$ cat config.mk
export PLATFORM = sky130hd
export DESIGN_NAME = c_subset_lexer
export DESIGN_NICKNAME = d
export VERILOG_FILES = /design/src/hdl/csl_pkg.sv /design/src/hdl/csl_front.sv /design/src/hdl/csl_back.sv /design/src/hdl/c_subset_lexer.sv
export SDC_FILE = /design/constraint.sdc
export NUM_CORES = 1
export LEC_CHECK = 0
export BUFFER_PORTS_ARGS = -buffer_cell sky130_fd_sc_hd__buf_2
export CORE_ASPECT_RATIO = 1.5
export CORE_UTILIZATION = 55
export DETAILED_ROUTE_END_ITERATION = 10
export PLACE_DENSITY_LB_ADDON = 0.05
export SLEW_MARGIN = 5
export SYNTH_ARGS = -nofsm -noshare
export SYNTH_HDL_FRONTEND = slang
export SYNTH_SLANG_ARGS = --single-unit
export TNS_END_PERCENT = 50
$ cat constraint.sdc
create_clock -name clock -period 18.4 [get_ports clock]
set_input_delay 0.92 -clock clock [delete_from_list [all_inputs] [get_ports clock]]
set_output_delay 0.92 -clock clock [all_outputs]
set_load 0.01 [all_outputs]
$ cat src/hdl/csl_pkg.sv
// ----------------------------------------------------------------------------
// csl_pkg
// Types, constants and kind decoding shared by the lexer modules.
// ----------------------------------------------------------------------------
`default_nettype none

package csl_pkg;

   localparam int MAX_TOKEN_LEN = 32;
   localparam int IDX_W = $clog2(MAX_TOKEN_LEN);
   localparam int LEN_W = $clog2(MAX_TOKEN_LEN + 1);

   localparam logic [5:0] K_IDENT   = 6'd0;
   localparam logic [5:0] K_INT     = 6'd1;
   localparam logic [5:0] K_FLOAT   = 6'd2;
   localparam logic [5:0] K_KW_BASE = 6'd3;
   localparam logic [5:0] K_PLUS    = 6'd13;
   localparam logic [5:0] K_MINUS   = 6'd14;
   localparam logic [5:0] K_STAR    = 6'd15;
   localparam logic [5:0] K_SLASH   = 6'd16;
   localparam logic [5:0] K_PCT     = 6'd17;
   localparam logic [5:0] K_LT      = 6'd18;
   localparam logic [5:0] K_GT      = 6'd19;
   localparam logic [5:0] K_COLON   = 6'd20;
   localparam logic [5:0] K_ASSIGN  = 6'd21;
   localparam logic [5:0] K_SEMI    = 6'd22;
   localparam logic [5:0] K_COMMA   = 6'd23;
   localparam logic [5:0] K_LPAREN  = 6'd24;
   localparam logic [5:0] K_RPAREN  = 6'd25;
   localparam logic [5:0] K_LBRACK  = 6'd26;
   localparam logic [5:0] K_RBRACK  = 6'd27;
   localparam logic [5:0] K_LBRACE  = 6'd28;
   localparam logic [5:0] K_RBRACE  = 6'd29;
   localparam logic [5:0] K_NOT     = 6'd30;
   localparam logic [5:0] K_LE      = 6'd31;
   localparam logic [5:0] K_GE      = 6'd32;
   localparam logic [5:0] K_EQ      = 6'd33;
   localparam logic [5:0] K_NE      = 6'd34;
   localparam logic [5:0] K_AND     = 6'd35;
   localparam logic [5:0] K_OR      = 6'd36;

   localparam int NUM_KW = 10;

   // Keyword text, first character in the low byte.
   localparam logic [63:0] KW_TEXT [NUM_KW] = '{
      64'h0000_0074_736e_6f63, // const
      64'h0000_0000_0074_6e69, // int
      64'h0000_0074_616f_6c66, // float
      64'h0000_0000_0000_6669, // if
      64'h0000_0000_6573_6c65, // else
      64'h0000_0065_6c69_6877, // while
      64'h6575_6e69_746e_6f63, // continue
      64'h0000_006b_6165_7262, // break
      64'h0000_6e72_7574_6572, // return
      64'h0000_0000_6469_6f76  // void
   };
   localparam logic [3:0] KW_LEN [NUM_KW] = '{
      4'd5, 4'd3, 4'd5, 4'd2, 4'd4, 4'd5, 4'd8, 4'd5, 4'd6, 4'd4
   };

   typedef enum logic [2:0] {
      M_EMPTY = 3'd0,
      M_IDENT = 3'd1,
      M_INT   = 3'd2,
      M_FLOAT = 3'd3,
      M_OP    = 3'd4,
      M_LINE  = 3'd5,
      M_BLOCK = 3'd6,
      M_STAR  = 3'd7
   } mode_type;

   typedef logic [7:0] text_type [MAX_TOKEN_LEN];

   // One finished token handed from the front to the back.
   typedef struct packed {
      logic [5:0]       kind;
      logic [LEN_W-1:0] len;
      logic             ovf;
   } tok_type;

   // Kind of a single-character operator.
   function automatic logic [5:0] op1_kind(input logic [7:0] c);
      logic [5:0] k;
      unique case (c)
         "+":     k = K_PLUS;
         "-":     k = K_MINUS;
         "*":     k = K_STAR;
         "/":     k = K_SLASH;
         "%":     k = K_PCT;
         "<":     k = K_LT;
         ">":     k = K_GT;
         ":":     k = K_COLON;
         "=":     k = K_ASSIGN;
         ";":     k = K_SEMI;
         ",":     k = K_COMMA;
         "(":     k = K_LPAREN;
         ")":     k = K_RPAREN;
         "[":     k = K_LBRACK;
         "]":     k = K_RBRACK;
         "{":     k = K_LBRACE;
         "}":     k = K_RBRACE;
         "!":     k = K_NOT;
         default: k = K_OR;
      endcase
      return k;
   endfunction

endpackage

`default_nettype wire

$ cat src/hdl/csl_front.sv
// ----------------------------------------------------------------------------
// csl_front
// Mode machine and token buffer: classifies each byte and hands finished
// tokens to the back end.
// ----------------------------------------------------------------------------
`default_nettype none

module csl_front (
   input  wire logic                     clock,
   input  wire logic                     reset,
   input  wire logic                     push,
   input  wire logic [7:0]               char_in,
   input  wire logic                     back_busy,
   output logic                          tok_push,
   output csl_pkg::tok_type              tok,
   output csl_pkg::text_type             text
);

   csl_pkg::mode_type                mode_ff, mode_in;
   csl_pkg::text_type                text_ff;
   logic [csl_pkg::LEN_W-1:0]        len_ff, len_in;
   logic                             ovf_ff, ovf_in;
   logic                             wr_en;
   logic [csl_pkg::IDX_W-1:0]        wr_idx;
   logic                             acc, ws, digit, letter, single, join_op;
   logic                             start, put;
   logic [5:0]                       kind;
   logic                             kw_hit;
   logic [5:0]                       kw_kind;

   assign acc    = push && !back_busy;
   assign ws     = (char_in == " ") || (char_in == 8'h09) || (char_in == 8'h0a) ||
                   (char_in == 8'h0d);
   assign digit  = (char_in >= "0") && (char_in <= "9");
   assign letter = ((char_in >= "a") && (char_in <= "z")) ||
                   ((char_in >= "A") && (char_in <= "Z")) || (char_in == "_");
   assign single = (len_ff == csl_pkg::LEN_W'(1));
   assign join_op = single &&
      ((char_in == "=" && (text_ff[0] == "<" || text_ff[0] == ">" ||
                           text_ff[0] == "=" || text_ff[0] == "!")) ||
       (char_in == "&" && text_ff[0] == "&") || (char_in == "|" && text_ff[0] == "|"));

   // Match the held text against the keyword list.
   always_comb begin
      kw_hit  = 1'b0;
      kw_kind = csl_pkg::K_IDENT;
      for (int i = 0; i < csl_pkg::NUM_KW; i++) begin
         logic eq;
         eq = (len_ff == csl_pkg::LEN_W'(csl_pkg::KW_LEN[i]));
         for (int j = 0; j < 8; j++) begin
            if (j < int'(csl_pkg::KW_LEN[i]) && text_ff[j] != csl_pkg::KW_TEXT[i][8*j +: 8])
               eq = 1'b0;
         end
         if (eq && !kw_hit) begin
            kw_hit  = 1'b1;
            kw_kind = csl_pkg::K_KW_BASE + 6'(i);
         end
      end
   end

   // Kind of the token now held.
   always_comb begin
      kind = csl_pkg::K_IDENT;
      unique case (mode_ff)
         csl_pkg::M_INT:   kind = csl_pkg::K_INT;
         csl_pkg::M_FLOAT: kind = csl_pkg::K_FLOAT;
         csl_pkg::M_OP: begin
            if (single) begin
               kind = csl_pkg::op1_kind(text_ff[0]);
            end else if (len_ff == csl_pkg::LEN_W'(2) && text_ff[1] == "=") begin
               unique case (text_ff[0])
                  "<":     kind = csl_pkg::K_LE;
                  ">":     kind = csl_pkg::K_GE;
                  "=":     kind = csl_pkg::K_EQ;
                  "!":     kind = csl_pkg::K_NE;
                  default: kind = csl_pkg::K_OR;
               endcase
            end else if (len_ff == csl_pkg::LEN_W'(2) && text_ff[0] == "&" &&
                         text_ff[1] == "&") begin
               kind = csl_pkg::K_AND;
            end else begin
               kind = csl_pkg::K_OR;
            end
         end
         default: kind = (!ovf_ff && kw_hit) ? kw_kind : csl_pkg::K_IDENT;
      endcase
   end

   // Next mode, emission and buffer update.
   always_comb begin
      mode_in  = mode_ff;
      tok_push = 1'b0;
      start    = 1'b0;
      put      = 1'b0;
      unique case (mode_ff)
         csl_pkg::M_LINE: begin
            if (char_in == 8'h0a || char_in == 8'h0d) mode_in = csl_pkg::M_EMPTY;
         end
         csl_pkg::M_BLOCK: begin
            if (char_in == "*") mode_in = csl_pkg::M_STAR;
         end
         csl_pkg::M_STAR: begin
            if (char_in == "/") mode_in = csl_pkg::M_EMPTY;
            else if (char_in != "*") mode_in = csl_pkg::M_BLOCK;
         end
         default: begin
            if (ws) begin
               if (mode_ff != csl_pkg::M_EMPTY) begin
                  tok_push = 1'b1;
                  mode_in  = csl_pkg::M_EMPTY;
               end
            end else if (digit) begin
               if (mode_ff == csl_pkg::M_EMPTY) begin
                  start = 1'b1; mode_in = csl_pkg::M_INT;
               end else if (mode_ff == csl_pkg::M_OP) begin
                  tok_push = 1'b1; start = 1'b1; mode_in = csl_pkg::M_INT;
               end else begin
                  put = 1'b1;
               end
            end else if (char_in == ".") begin
               if (mode_ff == csl_pkg::M_INT) begin
                  mode_in = csl_pkg::M_FLOAT; put = 1'b1;
               end else begin
                  tok_push = (mode_ff != csl_pkg::M_EMPTY);
                  start = 1'b1; mode_in = csl_pkg::M_FLOAT;
               end
            end else if (letter) begin
               if (mode_ff == csl_pkg::M_EMPTY) begin
                  start = 1'b1; mode_in = csl_pkg::M_IDENT;
               end else if (mode_ff == csl_pkg::M_IDENT || mode_ff == csl_pkg::M_INT) begin
                  put = 1'b1;
               end else if (mode_ff == csl_pkg::M_OP) begin
                  tok_push = 1'b1; start = 1'b1; mode_in = csl_pkg::M_IDENT;
               end
            end else begin
               if (mode_ff == csl_pkg::M_EMPTY) begin
                  start = 1'b1; mode_in = csl_pkg::M_OP;
               end else if (mode_ff == csl_pkg::M_OP && join_op) begin
                  put = 1'b1;
               end else if (mode_ff == csl_pkg::M_OP && single && text_ff[0] == "/" &&
                            char_in == "/") begin
                  mode_in = csl_pkg::M_LINE;
               end else if (mode_ff == csl_pkg::M_OP && single && text_ff[0] == "/" &&
                            char_in == "*") begin
                  mode_in = csl_pkg::M_BLOCK;
               end else begin
                  tok_push = 1'b1; start = 1'b1; mode_in = csl_pkg::M_OP;
               end
            end
         end
      endcase
      // a held token is cleared whenever the block goes back to empty or a comment
      len_in = len_ff;
      ovf_in = ovf_ff;
      wr_en  = 1'b0;
      wr_idx = len_ff[csl_pkg::IDX_W-1:0];
      if (start) begin
         len_in = csl_pkg::LEN_W'(1);
         ovf_in = 1'b0;
         wr_en  = 1'b1;
         wr_idx = '0;
      end else if (put) begin
         if (len_ff < csl_pkg::LEN_W'(csl_pkg::MAX_TOKEN_LEN)) begin
            len_in = len_ff + csl_pkg::LEN_W'(1);
            wr_en  = 1'b1;
         end else begin
            ovf_in = 1'b1;
         end
      end else if (mode_in == csl_pkg::M_EMPTY || mode_in == csl_pkg::M_LINE ||
                   mode_in == csl_pkg::M_BLOCK) begin
         if (mode_ff != csl_pkg::M_BLOCK && mode_ff != csl_pkg::M_STAR) begin
            len_in = '0;
            ovf_in = 1'b0;
         end
      end
      tok_push = tok_push && acc;
   end

   // Hold mode and length state.
   always_ff @(posedge clock) begin
      if (reset) begin
         mode_ff <= csl_pkg::M_EMPTY;
         len_ff  <= '0;
         ovf_ff  <= 1'b0;
      end else if (acc) begin
         mode_ff <= mode_in;
         len_ff  <= len_in;
         ovf_ff  <= ovf_in;
      end
   end

   // Write one character into the buffer.
   always_ff @(posedge clock) begin
      if (acc && wr_en) text_ff[wr_idx] <= char_in;
   end

   assign tok.kind = kind;
   assign tok.len  = len_ff;
   assign tok.ovf  = ovf_ff;
   assign text     = text_ff;

endmodule

`default_nettype wire

$ cat src/hdl/csl_back.sv
// ----------------------------------------------------------------------------
// csl_back
// Token slot and drain counter: plays a held token out one character per
// request.
// ----------------------------------------------------------------------------
`default_nettype none

module csl_back (
   input  wire logic                     clock,
   input  wire logic                     reset,
   input  wire logic                     tok_push,
   input  wire csl_pkg::tok_type         tok,
   input  wire csl_pkg::text_type        text,
   output logic                          busy,
   input  wire logic                     pop,
   output logic [5:0]                    token_kind,
   output logic [7:0]                    char_value,
   output logic [4:0]                    char_index,
   output logic                          last_char,
   output logic                          truncated
);

   logic                             valid_ff;
   csl_pkg::tok_type                 tok_ff;
   csl_pkg::text_type                text_ff;
   logic [csl_pkg::IDX_W-1:0]        idx_ff;
   logic                             last;

   assign last = ({1'b0, idx_ff} + csl_pkg::LEN_W'(1)) == tok_ff.len;

   // Load a token, advance through it on each request.
   always_ff @(posedge clock) begin
      if (reset) begin
         valid_ff <= 1'b0;
         idx_ff   <= '0;
      end else if (valid_ff) begin
         if (pop) begin
            idx_ff <= idx_ff + csl_pkg::IDX_W'(1);
            if (last) valid_ff <= 1'b0;
         end
      end else if (tok_push && tok.len != '0) begin
         valid_ff <= 1'b1;
         idx_ff   <= '0;
      end
   end

   // Capture the token payload.
   always_ff @(posedge clock) begin
      if (!valid_ff && tok_push) begin
         tok_ff  <= tok;
         text_ff <= text;
      end
   end

   assign busy       = valid_ff;
   assign token_kind = tok_ff.kind;
   assign char_value = text_ff[idx_ff];
   assign char_index = 5'(idx_ff);
   assign last_char  = last;
   assign truncated  = tok_ff.ovf;

endmodule

`default_nettype wire

$ cat src/hdl/c_subset_lexer.sv
// ----------------------------------------------------------------------------
// c_subset_lexer
// Byte-stream lexer for a small C subset with a token drain queue.
// ----------------------------------------------------------------------------
// Usage:
//   Input: one source byte per request on req_char_in, taken when req_push
//   is high and req_full is low.
//   Output: each finished token appears as a run of results, one character
//   per request, with kind, index, last flag and truncation flag. A result
//   is shown while rsp_empty is low and taken when rsp_pop is high.
//   A byte that finishes a token shows its first character the next
//   cycle. Throughput: one byte per cycle while no token is draining;
//   a token of N characters holds req_full high until all N of its
//   characters are popped. The single token slot between the mode
//   machine and the drain counter is why bytes stall while a token drains.
//   Reset: mode returns to empty, the buffer length is cleared, the slot
//   is emptied, and rsp_empty goes high.
//   Stall: when the receiver holds off pop, the slot stays full and
//   req_full stays high; no byte is lost.
// ----------------------------------------------------------------------------
`default_nettype none

module c_subset_lexer (
   input  wire logic        clock,
   input  wire logic        reset,
   input  wire logic        req_push,
   input  wire logic [7:0]  req_char_in,
   output logic             req_full,
   output logic             rsp_empty,
   input  wire logic        rsp_pop,
   output logic [5:0]       rsp_token_kind,
   output logic [7:0]       rsp_char_value,
   output logic [4:0]       rsp_char_index,
   output logic             rsp_last_char,
   output logic             rsp_truncated
);

   logic                 busy, tok_push;
   csl_pkg::tok_type     tok;
   csl_pkg::text_type    text;

   csl_front u_front (
      .clock     (clock),
      .reset     (reset),
      .push      (req_push),
      .char_in   (req_char_in),
      .back_busy (busy),
      .tok_push  (tok_push),
      .tok       (tok),
      .text      (text)
   );

   csl_back u_back (
      .clock      (clock),
      .reset      (reset),
      .tok_push   (tok_push),
      .tok        (tok),
      .text       (text),
      .busy       (busy),
      .pop        (rsp_pop),
      .token_kind (rsp_token_kind),
      .char_value (rsp_char_value),
      .char_index (rsp_char_index),
      .last_char  (rsp_last_char),
      .truncated  (rsp_truncated)
   );

   assign req_full  = busy;
   assign rsp_empty = !busy;

endmodule

`default_nettype wire

### Word-level counts from Yosys, hierarchy flattened

Cells that the tools add are included.

| storage, ports and cells | value |
|---|---|
| output and inout port bits | 23 |
| input bits | 12 |
| bits in registers | 541 |
| word-level logic and storage cells | 403 |

| operators by class | value |
|---|---|
| bitwise gates (word level) | 2 |
| muxes and demuxes | 156 |
| eq/ne operators | 92 |
| order comparisons | 10 |
| reductions and logical operators | 68 |
| $add $sub $neg | 3 |

Operators with widths:

| kind | number |
|---|---|
| != test 8 x 7 -> 1 bit (second input constant) | 36 |
| bitwise mux 256 bit | 1 |
| equality test 8 x 6 -> 1 bit (second input constant) | 23 |
| one-hot mux 6 bit (18 select lines) | 1 |
| 2-to-1 mux 1 bit | 105 |
| 2-to-1 mux 6 bit | 17 |
| equality test 8 x 7 -> 1 bit (second input constant) | 7 |
| 2-to-1 mux 3 bit | 18 |
| binary-select mux 8 bit (select 5 bit) | 1 |
| demux 8 bit (select 5 bit) | 1 |
| logical AND 1 bit | 32 |
| equality test 8 x 4 -> 1 bit (second input constant) | 3 |
| 2-to-1 mux 8 bit | 3 |
| one-hot mux 6 bit (4 select lines) | 1 |
| 2-to-1 mux 5 bit | 4 |
| equality test 3 bit (second input constant) | 6 |
| equality test 6 x 3 -> 1 bit (second input constant) | 3 |
| one-hot mux 6 bit (3 select lines) | 1 |
| >= comparator 8 x 7 -> 1 bit (second input constant) | 2 |
| <= comparator 8 x 7 -> 1 bit (second input constant) | 2 |
| logical OR 1 bit | 14 |
| equality test 6 x 2 -> 1 bit (second input constant) | 2 |
| >= comparator 6 bit (second input constant) | 2 |
| inverter 5 -> 6 bit | 2 |
| other kinds (26) | 44 |

### Logic depth before layout (Yosys ltp)

Gate-level depths: netlist of the first run.

| depth | value |
|---|---|
| word-level depth | 37 |
| gate-level depth with buffers | 11 |
| gate-level depth less buffers | 10 |

### Modules after synthesis

From an unflattened synthesis of the first run, not the netlist that was laid out.

| unflattened totals | value |
|---|---|
| cell total of the unflattened synthesis | 1152 |
| area total of the unflattened synthesis | 20868.8 um^2 |

By module, submodules not included:

| module | area an instance (um^2) | cells each | times used | sequential area each (um^2) |
|---|---|---|---|---|
| csl_front | 10445.0 | 692 | 1 | 7887.6 |
| csl_back | 10420.0 | 459 | 1 | 8197.9 |
| c_subset_lexer | 3.8 | 1 | 1 | 0.0 |

### Least setup slack after synthesis of the first run

Ideal clock, no wire load.

| timing | value |
|---|---|
| path type | input to register |
| start point | input req_char_in[2] |
| end point | register u_back.text_ff[0] (netlist name), enable pin |
| library setup time | 904 ps |
| path buffers | 1 |
| arrival time | 13284 ps |
| slack | 4213 ps |
| data required time | 17496 ps |
| stages on the path | 7 |
| path through | or2_2 clkbuf_1 o41a_1 nand2_1 o2111a_1 a21oi_1 nor2_1 |

| between the ends | value |
|---|---|
| longest elaborated chain between the ends | 15 |
| elaborated cells between the ends (all ways) | 45 |
| classes of those cells | order compare (6); eq/ne (11); mux (9); reduce/logical (19) |

Ends and longest elaborated chain:

| what | RTL line | text |
|---|---|---|
| from (decl) | c_subset_lexer.sv:27 | `input wire logic [7:0] req_char_in,` |
| equality test 8 x 6 -> 1 bit (on tied branches) | csl_front.sv:39, csl_front.sv:41 |  |
| logical AND 1 bit (on tied branches) | csl_front.sv:39, csl_front.sv:41 |  |
| logical OR 1 bit | csl_front.sv:40 | `text_ff[0] == "=" \|\| text_ff[0] == "!")) \|\|` |
| logical OR 1 bit | csl_front.sv:41 | `(char_in == "&" && text_ff[0] == "&") \|\| (char_in == "\|" && text_ff[0] == "\|"));` |
| logical AND 1 bit | csl_front.sv:38 | `assign join_op = single &&` |
| logical AND 1 bit | csl_front.sv:138 | `end else if (mode_ff == csl_pkg::M_OP && join_op) begin` |
| 2-to-1 mux 1 bit | csl_front.sv:138 |  |
| 2-to-1 mux 1 bit | csl_front.sv:136 | `if (mode_ff == csl_pkg::M_EMPTY) begin` |
| 2-to-1 mux 1 bit | csl_front.sv:127 | `end else if (letter) begin` |
| 2-to-1 mux 1 bit | csl_front.sv:120 | `end else if (char_in == ".") begin` |
| 2-to-1 mux 1 bit | csl_front.sv:112 | `end else if (digit) begin` |
| 2-to-1 mux 1 bit (*) | csl_front.sv:107 | `if (ws) begin` |
| 2-to-1 mux 1 bit (*) | csl_front.sv:95 | `unique case (mode_ff)` |
| logical AND 1 bit (*) | csl_front.sv:176 | `tok_push = tok_push && acc;` |
| logical AND 1 bit (*) | csl_back.sv:49 | `if (!valid_ff && tok_push) begin` |
| to (signal assigned) | csl_back.sv:51 | `text_ff <= text;` |
| to (decl) | csl_back.sv:25 | `csl_pkg::text_type text_ff;` |

Every way passes the cells marked *; elsewhere a longest branch is shown, timed or not.
A chain may end at the register's enable or synchronous reset.

### Worst setup path after layout of the first run

| timing | value |
|---|---|
| start point | input req_char_in[4] |
| end point | register u_front.text_ff, in the netlist u_front.text[96], enable pin |

| between the ends | value |
|---|---|
| longest elaborated chain between the ends | 16 |
| elaborated cells between the ends (all ways) | 53 |
| classes of those cells | order compare (6); eq/ne (11); mux (18); reduce/logical (18) |

Ends and longest elaborated chain:

| what | RTL line | text |
|---|---|---|
| equality test 8 x 6 -> 1 bit (on tied branches) | csl_front.sv:39, csl_front.sv:41 |  |
| logical AND 1 bit (on tied branches) | csl_front.sv:39, csl_front.sv:41 |  |
| logical OR 1 bit | csl_front.sv:40 |  |
| logical OR 1 bit | csl_front.sv:41 |  |
| logical AND 1 bit | csl_front.sv:38 |  |
| logical AND 1 bit | csl_front.sv:138 |  |
| 2-to-1 mux 1 bit | csl_front.sv:138 |  |
| 2-to-1 mux 1 bit | csl_front.sv:136 |  |
| 2-to-1 mux 1 bit | csl_front.sv:127 |  |
| 2-to-1 mux 1 bit | csl_front.sv:120 |  |
| 2-to-1 mux 1 bit | csl_front.sv:112 |  |
| 2-to-1 mux 1 bit | csl_front.sv:107 |  |
| 2-to-1 mux 1 bit | csl_front.sv:95 |  |
| 2-to-1 mux 1 bit | csl_front.sv:162 | `end else if (put) begin` |
| 2-to-1 mux 1 bit (*) | csl_front.sv:157 | `if (start) begin` |
| logical AND 1 bit (*) | csl_front.sv:194 | `if (acc && wr_en) text_ff[wr_idx] <= char_in;` |
| to (signal, indexed assignment) | csl_front.sv:194 |  |
| to (decl) | csl_front.sv:20 | `csl_pkg::text_type text_ff;` |

Marks and branches as above.

==> impl_metrics.csv, run 1 <==
group,metric,value,unit
run_status,status,"completed",
cts,cts_tree,"yes",
min_path,hold_start,"u_front.text[144]$_DFFE_PP_",
critical_path,cp_top_family,"simple AND/OR/NAND/NOR gates",
layout,final_common_cell,"edfxtp_1",
timing,worstMarginPinSlew,1.119,ns
route,drt-total-wl,46510,um
timing,fin_skew,0.02183,ns
layout,fillers,2696,
floorplan,num_rows,87,
cts,ctsHoldBuffers,0,
synth,ys_warn_count,0,
critical_path,cp_slowest_stage_delay,0.96,ns
layout,fin_nets,1179,
floorplan,core_region_area,37450,um2
critical_path,crit_start,"req_char_in[4]",
synth,syn_area,20840,um2
synth,syn-num-nets,1134,
global_route,grt_pass1_wl,67990,um
critical_path,cp_common_cell,"and2_1",
critical_path,arrival,5.51,ns
route,wl_per_cell,27.53,um
placement,io_buffers,34,
job,timing.max_cap.violations,0,
route,drt-pass1-iter-count,6,
timing,final-hold-violation-count,0,
critical_path,timing.rr.start,"u_front.len_ff[1]$_SDFFE_PP0P_",
critical_path,crit_type,"in2reg",
timing,setup_viol_count_final,0,
layout,syn2layout_area_growth,10.71,%
power,finalPower,2.541,mW
cts,clk_path_buf_depth,3,
floorplan,die_h,240.4,um
route,num_vias,10400,
layout,multi_input_area,4516,um2
timing,tns,0,ns
global_route,grt_overflow,0,
timing,whs,0.4114,ns
timing,post-route-period-util,28.96,%
floorplan,dieArea,38690,um2
timing,min_period,5.328,ns
global_route,antenna_found_initial,0,
critical_path,cp_num_buf_inv,1,
timing,slew_headroom,25.39,%
synth,yosysSeqAreaShare,77.18,%
min_path,hp-class,"reg2reg",
power,powerDensity,110.1,nW/um2
synth,synth_edf_count,525,
floorplan,io_pins,35,
route,drt_first_iter_violations,781,
critical_path,start_kind,"primary input",
timing,clock.fmax,187.7,MHz
route,ant_nets,0,
floorplan,die_x,160.9,um
synth,yosys.area.top_type,"edfxtp_1",
route,drc_errors,0,
layout,layout_common_cells,"edfxtp_1, mux4_2, nor2_1",
synth,synthFlopType,"edfxtp_1",
cts,post-cts-setup-buffers,0,
synth,async_flop_share,0,%
timing,worst_slack,13.07,ns
cts,cts_resized,0,
power,leakagePower,7.120,nW
cts,htree_levels,2,
critical_path,worstPathRequired,18.58,ns
critical_path,end_kind,"flip-flop",
synth,synth-seq-cells,541,
placement,pre_cts_ws,12.49,ns
global_route,grt_max_degree,180,
power,peakVddDrop,0.08928,mV
layout,fin_util,61.62,%
timing,rsz0062_at_grt,"false",
synth,syn_inst,1117,
global_route,grt_pass1_vias,10490,
cts,clkTransAtPathRegs,0.06,ns
critical_path,critPathMaxFanout,39,
synth,yosys.cell_types.count,73,
layout,ff_latch_area,16090,um2
cts,numCtsBuffers,47,
synth,yosys-top-cells-area,"edfxtp_1, mux4_2, dfxtp_1",
layout,drive_gt1_share,18.52,%
critical_path,worst_path_max_delay_cell,"nor2_1",
placement,dp_hpwl,29660,um
critical_path,crit_chain,"buf_2, nor4bb_1, nand2_1, and2_1, o31a_1, a211oi_1, and2_1, nand4_1, nor2_1",
floorplan,initial_core_util,55.66,%
synth,yosysTopAreaCellShare,75.64,%
cts,clockRootBuffer,"clkbuf_16",
cts,clkLatencyLatePin,0.56,ns
route,vias_per_cell,6.158,
synth,syn-mean-instance-area,18.66,um2
timing,drv_slew,0,
cts,cts_num_sinks,541,
placement,gp_congestion,0.8602,
global_route,grt_use_total,24.66,%
[layer usage]
metal  GRT usage [%]  vias up  routed length, um
met2           44.92      346              25170
met1           30.25     5325              17880
met5               0        -                  0
met3           2.708       84               1949
met4           9.119        0               1504
li1                -     4646                  -
[sequential cells by signal, indices dropped and copies added, names as in the netlist]
signal and cells:
u_back.token_kind 6, u_back.text_ff 256, u_back.busy 1, u_front.len_ff 6, u_front.ovf_ff 1, u_front.text 256
u_back.tok_ff 6, u_front.mode_ff 3, u_back.char_index 5, u_back.truncated 1
[cells by family (layout without fill, tap and decap cells)]
group	Yosys count	after routing	synth area share, %
and+or+nand+nor	296	296	7.966
DFF	541	541	77.18
buffers and inverters	59	141	1.195
other	0	1	0
xor gates and xnor gates	6	6	0.2521
muxes	91	91	9.227
AOI/OAI and AO/OA	119	119	3.884
adders and majority gates	5	5	0.3002
[layout make-up]
| cell class | count | share of cell area, % |
|---|---|---|
| sequential | 541 | 69.74 |
| tap | 489 | 2.652 |
| timing repair buffer | 45 | 1.150 |
| antenna | 1 | 0.01084 |
| clock buffer | 55 | 5.412 |
| multi-input combinational | 517 | 19.57 |
| clock inverter | 31 | 1.301 |
| inverter | 10 | 0.1627 |
[report_power, final]
group | internal [mW] | switching (mW)
clock network | 0.560 | 0.427
logic | 0.0422 | 0.0889
registers | 1.40 | 0.0212
total | 2.00 | 0.537
[through the flow]
step	instances	cell area (um2)
floorplan	1117	20840
global placement	1602	21520
detailed placement	1602	21520
CTS	1688	23070
global route	1688	23070
finish	1689	23070
[Yosys cell counts, drive strengths merged, types with 3 or more instances]
| library cell | count |
|---|---|
| a21o | 6 |
| a21oi | 23 |
| a31oi | 12 |
| a32oi | 3 |
| and2 | 8 |
| and3 | 6 |
| and4 | 3 |
| and4b | 6 |
| buf | 15 |
| clkbuf | 34 |
| dfxtp | 16 |
| edfxtp | 525 |
| ha | 5 |
| inv | 10 |
| mux2 | 9 |
| mux4 | 80 |
| nand2 | 47 |
| nand2b | 13 |
| nand3 | 32 |
| nand3b | 5 |
| nand4 | 14 |
| nand4b | 7 |
| nand4bb | 3 |
| nor2 | 71 |
| nor2b | 10 |
| nor3 | 18 |
| nor3b | 5 |
| nor4 | 8 |
| nor4bb | 11 |
| o211ai | 5 |
| o21ai | 31 |
| o21bai | 3 |
| o311a | 3 |
| o31ai | 3 |
| or2 | 3 |
| or3 | 11 |
| or4 | 6 |
| or4b | 5 |
| xnor2 | 5 |
[worst paths after layout]
check	end	slack, ns	cells after the start
worst max-delay path	u_front.text[96]$_DFFE_PP_	13.07	9
worst min-delay path	u_back.text_ff[144]$_DFFE_PP_	0.41	0
worst max register to register	u_front.text[96]$_DFFE_PP_	13.38	10
worst min register to register	u_back.text_ff[144]$_DFFE_PP_	0.41	0
(Power assumes the default switching activity.)
==> run 2: changes to the inputs <==
--- a/config.mk
+++ b/config.mk
@@ -5,6 +5,7 @@
 export SDC_FILE = /design/constraint.sdc
 export NUM_CORES = 1
 export LEC_CHECK = 0
+export ABC_AREA = 1
 export BUFFER_PORTS_ARGS = -buffer_cell sky130_fd_sc_hd__buf_2
 export CORE_ASPECT_RATIO = 1.5
 export CORE_UTILIZATION = 55
==> constraint.sdc (replaced) <==
create_clock -name clock -period 5.3 [get_ports clock]
set_input_delay 0.265 -clock clock [delete_from_list [all_inputs] [get_ports clock]]
set_output_delay 0.265 -clock clock [all_outputs]
set_load 0.01 [all_outputs]
==> impl_metrics.csv, run 2 <==
group,metric,value,unit
critical_path,r2r_end,"u_front.text[10]$_DFFE_PP_",
critical_path,worstPathRequired,5.04,ns
power,intPower,7.118,mW
layout,fillers,2932,
critical_path,timing.rr.start,"u_front.len_ff[1]$_SDFFE_PP0P_",
timing,tns,0,ns
power,p_clk_share,36.5,%
timing,final-hold-violation-count,0,
synth,yosys.cell_types.count,49,
placement,dp_cells,2061,
synth,syn_area,21180,um2
cts,cts_num_sinks,541,
cts,htree_levels,2,
synth,yosys-top-cells-area,"edfxtp_1, nor2_1, o21ai_0",
timing,worstMarginPinSlew,0.8378,ns
timing,setup_viol_count_final,0,
critical_path,end_kind,"output port",
route,vias_per_cell,5.965,
run_status,status,"completed",
timing,fin_skew,0.01696,ns
placement,io_buffers,34,
timing,min_period,3.633,ns
power,peakVddDrop,0.3381,mV
cts,clkTransAtPathRegs,0.06,ns
layout,layout_common_cells,"edfxtp_1, nor2_1, o21ai_0",
power,sequentialPowerShare,53.0,%
synth,syn_inst,1583,
cts,cts_tree,"yes",
layout,fin_cells,2148,
job,timing.max_cap.violations,0,
floorplan,die_x,162.2,um
layout,ff_latch_area,16090,um2
synth,syn-mean-instance-area,13.38,um2
layout,syn2layout_area_growth,10.65,%
timing,post-route-period-util,68.55,%
timing,slew_headroom,43.63,%
layout,multi_input_area,4403,um2
placement,gp_congestion,1.002,
synth,yosysSeqAreaShare,75.96,%
cts,clkLatencyLatePin,0.57,ns
layout,fin_nets,1639,
cts,clockRootBuffer,"clkbuf_16",
min_path,min_to,"u_back.busy$_SDFF_PP0_",
power,powerDensity,402.7,nW/um2
synth,synthFlopType,"edfxtp_1",
cts,numCtsBuffers,48,
route,wl_per_cell,25.47,um
layout,diodes,0,
power,power_switching,2.317,mW
synth,syn-num-nets,1600,
floorplan,core_region_area,37770,um2
critical_path,critPathMaxFanout,64,
critical_path,arrival,3.37,ns
global_route,grt_pass1_vias,12730,
route,drc_errors,0,
power,power_frac_comb,10.5,%
synth,yosys.area.top_type,"edfxtp_1",
global_route,grt_pass1_wl,79440,um
critical_path,crit_type,"reg2out",
floorplan,die_h,242.3,um
cts,cts_resized,0,
route,drt_first_iter_violations,1169,
floorplan,num_rows,87,
route,ant_nets,0,
placement,dp_hpwl,35820,um
route,drt-pass1-iter-count,5,
critical_path,reg2reg_depth,15,
synth,synth-seq-cells,541,
synth,ys_warn_count,0,
timing,rsz0062_at_grt,"false",
synth,async_flop_share,0,%
route,num_vias,12810,
layout,fin_util,62.03,%
synth,synth_most_common_cell,"edfxtp_1",
global_route,grt_use_total,28.26,%
global_route,antenna_found_initial,1,
min_path,hold_start,"rsp_pop",
layout,final_common_cell,"edfxtp_1",
route,drt-total-wl,54710,um
floorplan,initial_core_util,56.06,%
synth,synth_edf_count,525,
synth,yosysTopAreaCellShare,74.45,%
min_path,hp-class,"in2reg",
critical_path,r2r_slack,1.87,ns
critical_path,start_kind,"flip-flop",
floorplan,dieArea,39310,um2
layout,drive_gt1_share,9.825,%
min_path,whs_path_depth,4,
timing,drv_slew,0,
power,leakagePower,7.954,nW
cts,post-cts-setup-buffers,0,
cts,ctsHoldBuffers,0,
synth,synth_common_cells,"edfxtp_1, nor2_1, o21ai_0",
floorplan,io_pins,35,
power,swShare,24.56,%
timing,clock.fmax,275.2,MHz
global_route,grt_max_degree,130,
global_route,grt_overflow,0,
cts,clk_path_buf_depth,3,
-- run 2: cell types whose count changed in the layout (fill, tap and decap cells not counted), sizes merged, moves of 40 or more --
cell,previous run,this run
mux4,80,0
inv,13,104
o221ai,0,40
nand2,47,142
nand3,32,75
nor2,71,288
o21ai,31,156
-- run 2: how the worst max path moves through the flow --
| stage | cells past startpoint | from | endpoint | slack (ns) |
|---|---|---|---|---|
| after floorplan | 12 | u_front.len_ff[1]$_SDFFE_PP0P_ | u_back.text_ff[0]$_DFFE_PP_ | 0.15 |
| after global placement | 15 | req_char_in[2] | u_front.text[66]$_DFFE_PP_ | 1.81 |
| after detailed placement | 15 | req_char_in[2] | u_front.text[70]$_DFFE_PP_ | 1.80 |
| after CTS | 7 | u_back.char_index[1]$_SDFFE_PP0P_ | rsp_char_value[4] | 1.71 |
| after global routing | 7 | u_back.char_index[1]$_SDFFE_PP0P_ | rsp_char_value[4] | 1.52 |
| final | 7 | u_back.char_index[1]$_SDFFE_PP0P_ | rsp_char_value[4] | 1.67 |
-- run 2: routing by layer --
metal	wire length, um	GRT usage [%]	vias up
li1	-	-	5873
met1	20170	32.53	6373
met2	28850	50.43	437
met5	0	0	-
met4	3138	15.87	0
met3	2561	3.612	130
-- run 2: kinds of logic after synthesis --
family / count (synthesis) / synth area share [%]
and+or+nand+nor: 582 / 12.40
DFF: 541 / 75.96
AOI/OAI and AO/OA: 276 / 7.746
buffers and inverters: 171 / 3.267
xor gates and xnor gates: 8 / 0.3309
adders and majority gates: 5 / 0.2954
-- run 2: final cells by class --
class | instances | area share (%)
Clock buffer | 60 | 5.319
Clock inverter | 27 | 1.287
Tap cell | 489 | 2.611
Sequential cell | 541 | 68.67
Multi-Input combinational cell | 871 | 18.79
Timing Repair Buffer | 55 | 1.613
Inverter | 105 | 1.709
-- run 2: power by group through the flow --
stage / Sequential (mW) / Clock (mW) / Combinational (mW)
global placement: 5.09 / 0 / 0.983
floorplan: 5.07 / 0 / 0.588
finish: 5.00 / 3.45 / 0.988
global route: 5.01 / 3.64 / 1.06
detailed placement: 5.09 / 0 / 0.991
CTS: 5.00 / 3.50 / 0.994
-- run 2: metrics by stage --
stage | setup WS [ns] | instance area (um2) | power, mW | hold slack, ns
floorplan | 0.1545 | 21180 | 5.656 | 0.3639
detailed placement | 1.795 | 21880 | 6.081 | 0.4045
CTS | 1.707 | 23430 | 9.498 | 0.03168
global placement | 1.808 | 21880 | 6.071 | 0.4013
global route | 1.521 | 23430 | 9.721 | 0.04531
finish | 1.667 | 23430 | 9.435 | 0.04541
-- run 2: worst max-delay path, cell delays in order, from the launching register on --
cell,delay [ns]
dfxtp_2,0.55
clkinv_1,0.14
buf_4,0.57
o21ai_0,0.19
o221ai_1,0.51
nand3_1,0.30
a32oi_1,0.29
buf_2,0.18
==> run 3: changes to the inputs <==
--- a/config.mk
+++ b/config.mk
@@ -5,7 +5,7 @@
 export SDC_FILE = /design/constraint.sdc
 export NUM_CORES = 1
 export LEC_CHECK = 0
-export ABC_AREA = 1
+export ABC_AREA = 0
 export BUFFER_PORTS_ARGS = -buffer_cell sky130_fd_sc_hd__buf_2
 export CORE_ASPECT_RATIO = 1.5
 export CORE_UTILIZATION = 55
==> constraint.sdc (replaced) <==
create_clock -name clock -period 3.5 [get_ports clock]
set_input_delay 0.175 -clock clock [delete_from_list [all_inputs] [get_ports clock]]
set_output_delay 0.175 -clock clock [all_outputs]
set_load 0.01 [all_outputs]
==> impl_metrics.csv, run 3 (synthesized netlist as in run 1, its figures left out) <==
group,metric,value,unit
critical_path,worstPathRequired,3.98,ns
critical_path,start_kind,"flip-flop",
power,powerDensity,554.0,nW/um2
layout,drive_gt1_share,26.20,%
critical_path,worst_path_max_delay_cell,"or4b_4",
floorplan,dieArea,38690,um2
layout,fillers,2694,
timing,min_period,3.441,ns
critical_path,r2r_slack,0.06,ns
run_status,status,"completed",
layout,layout_common_cells,"edfxtp_1, buf_4, mux4_2",
timing,final-hold-violation-count,0,
global_route,grt_use_total,26.30,%
global_route,antenna_found_initial,0,
route,drc_errors,0,
power,sequentialPowerShare,55.7,%
cts,cts_num_sinks,541,
layout,final_common_cell,"edfxtp_1",
power,p_clk_share,37.9,%
floorplan,die_h,240.4,um
route,drt-total-wl,49390,um
cts,clk_path_buf_depth,3,
layout,fin_nets,1297,
floorplan,die_x,160.9,um
power,intPower,10.51,mW
global_route,grt_pass1_vias,11030,
power,swShare,21.34,%
placement,dp_cells,1716,
cts,cts_tree,"yes",
critical_path,critPathMaxFanout,9,
layout,fin_cells,1806,
cts,htree_levels,2,
floorplan,initial_core_util,55.66,%
timing,rsz0062_at_grt,"false",
min_path,hp-class,"in2reg",
floorplan,num_rows,87,
critical_path,cp_top_family,"simple AND/OR/NAND/NOR gates",
cts,post-cts-setup-buffers,0,
power,power_frac_comb,6.4,%
critical_path,cp_common_cell,"or4_4",
cts,clkLatencyLatePin,0.57,ns
global_route,grt_pass1_wl,71700,um
timing,fin_skew,0.02130,ns
route,vias_per_cell,5.992,
route,drt_first_iter_violations,837,
critical_path,crit_type,"reg2reg",
power,leakagePower,7.739,nW
job,timing.max_cap.violations,0,
route,wl_per_cell,27.34,um
timing,setup_viol_count_final,0,
cts,numCtsBuffers,48,
power,power_switching,2.850,mW
critical_path,end_kind,"flip-flop",
placement,io_buffers,34,
timing,clock.fmax,290.6,MHz
route,ant_nets,0,
power,peakVddDrop,0.4248,mV
floorplan,io_pins,35,
route,num_vias,10820,
cts,clockRootBuffer,"clkbuf_16",
critical_path,cp_slowest_stage_delay,0.56,ns
timing,drv_slew,0,
timing,tns,0,ns
timing,slew_headroom,54.71,%
timing,post-route-period-util,98.31,%
layout,fin_util,64.40,%
placement,dp_hpwl,33840,um
critical_path,cp_num_buf_inv,0,
timing,worstMarginPinSlew,0.6702,ns
layout,diodes,0,
placement,gp_congestion,0.9554,
global_route,grt_overflow,0,
layout,syn2layout_area_growth,15.71,%
route,drt-pass1-iter-count,5,
placement,placed_area,22530,um2
cts,clkTransAtPathRegs,0.06,ns
critical_path,arrival,3.93,ns
global_route,grt_max_degree,44,
layout,final_cell_area,24120,um2
critical_path,crit_chain,"or4b_4, or4_4, or4_4, a311o_1, and3_4, o211a_4, o41ai_2, nor3b_2",
floorplan,core_region_area,37450,um2
==> run 3: cell count changes in the layout (fill, tap and decap cells not counted), moves of 13 or more <==
cell / delta
nor2_1: -210
o21ai_0: -123
buf_4: +97
inv_1: -91
nand2_1: -85
mux4_2: +80
o221ai_1: -40
nand3_1: -38
o22ai_1: -23
nand2b_1: +13
nand4_1: -13
==> run 3: per-stage QoR <==
stage	hold WS [ns]	worst slack (ns)	total power, mW
3_3_place_gp	0.4004	0.05581	8.420
3_5_place_dp	0.4045	0.01722	8.436
2_1_floorplan	0.2739	-2.241	8.036
5_1_grt	0.06987	0.006873	13.73
6_report	0.1076	0.05922	13.36
4_1_cts	0.07386	0.01243	13.47
==> run 3: worst register-to-register path: stages, from the launching register on <==
cell	delay [ns]
edfxtp_1	0.38
or4b_4	0.56
or4_4	0.54
or4_4	0.56
a311o_1	0.36
and3_4	0.16
o211a_4	0.28
o41ai_2	0.30
nor3b_2	0.20
==> run 3: layout make-up <==
cell class	count	area, um2	share of cell area (%)
timing repair buffer	162	1276	5.292
tap	489	611.8	2.537
sequential	541	16100	66.74
clock buffer	55	1227	5.090
inverter	10	37.54	0.1556
clock inverter	32	285.3	1.183
multi-input combinational	517	4582	19.00
==> run 3: layer usage <==
layer / part of all wire, % / GRT usage [%] / vias up
met3: 3.4 / 2.812 / 91
met1: 37 / 30.34 / 5563
li1: - / - / 4870
met2: 55 / 49.39 / 298
met5: 0 / 0 / -
met4: 4.0 / 11.09 / 0
==> run 3: power by group through the flow <==
stage	Combinational [mW]	Clock [mW]	Sequential [mW]
2_1_floorplan	0.446	0	7.59
3_3_place_gp	0.853	0	7.57
3_5_place_dp	0.858	0	7.58
4_1_cts	0.863	5.17	7.44
5_1_grt	0.913	5.36	7.46
6_report	0.860	5.06	7.44
==> run 3: worst paths after layout <==
check	startpoint	to	cells after the start
max	u_front.text[252]$_DFFE_PP_	u_front.len_ff[5]$_SDFFE_PP0P_	8
min	req_char_in[5]	u_front.text[149]$_DFFE_PP_	1
max reg2reg	u_front.text[252]$_DFFE_PP_	u_front.len_ff[5]$_SDFFE_PP0P_	8
min reg2reg	u_front.text[109]$_DFFE_PP_	u_back.text_ff[109]$_DFFE_PP_	0
==> run 3: what timing repair did <==
action	CTS	global route
endpoints found under the setup margin	0	251
endpoints found under the hold margin	5	0
resized for setup	0	10
hold buffers	3	0
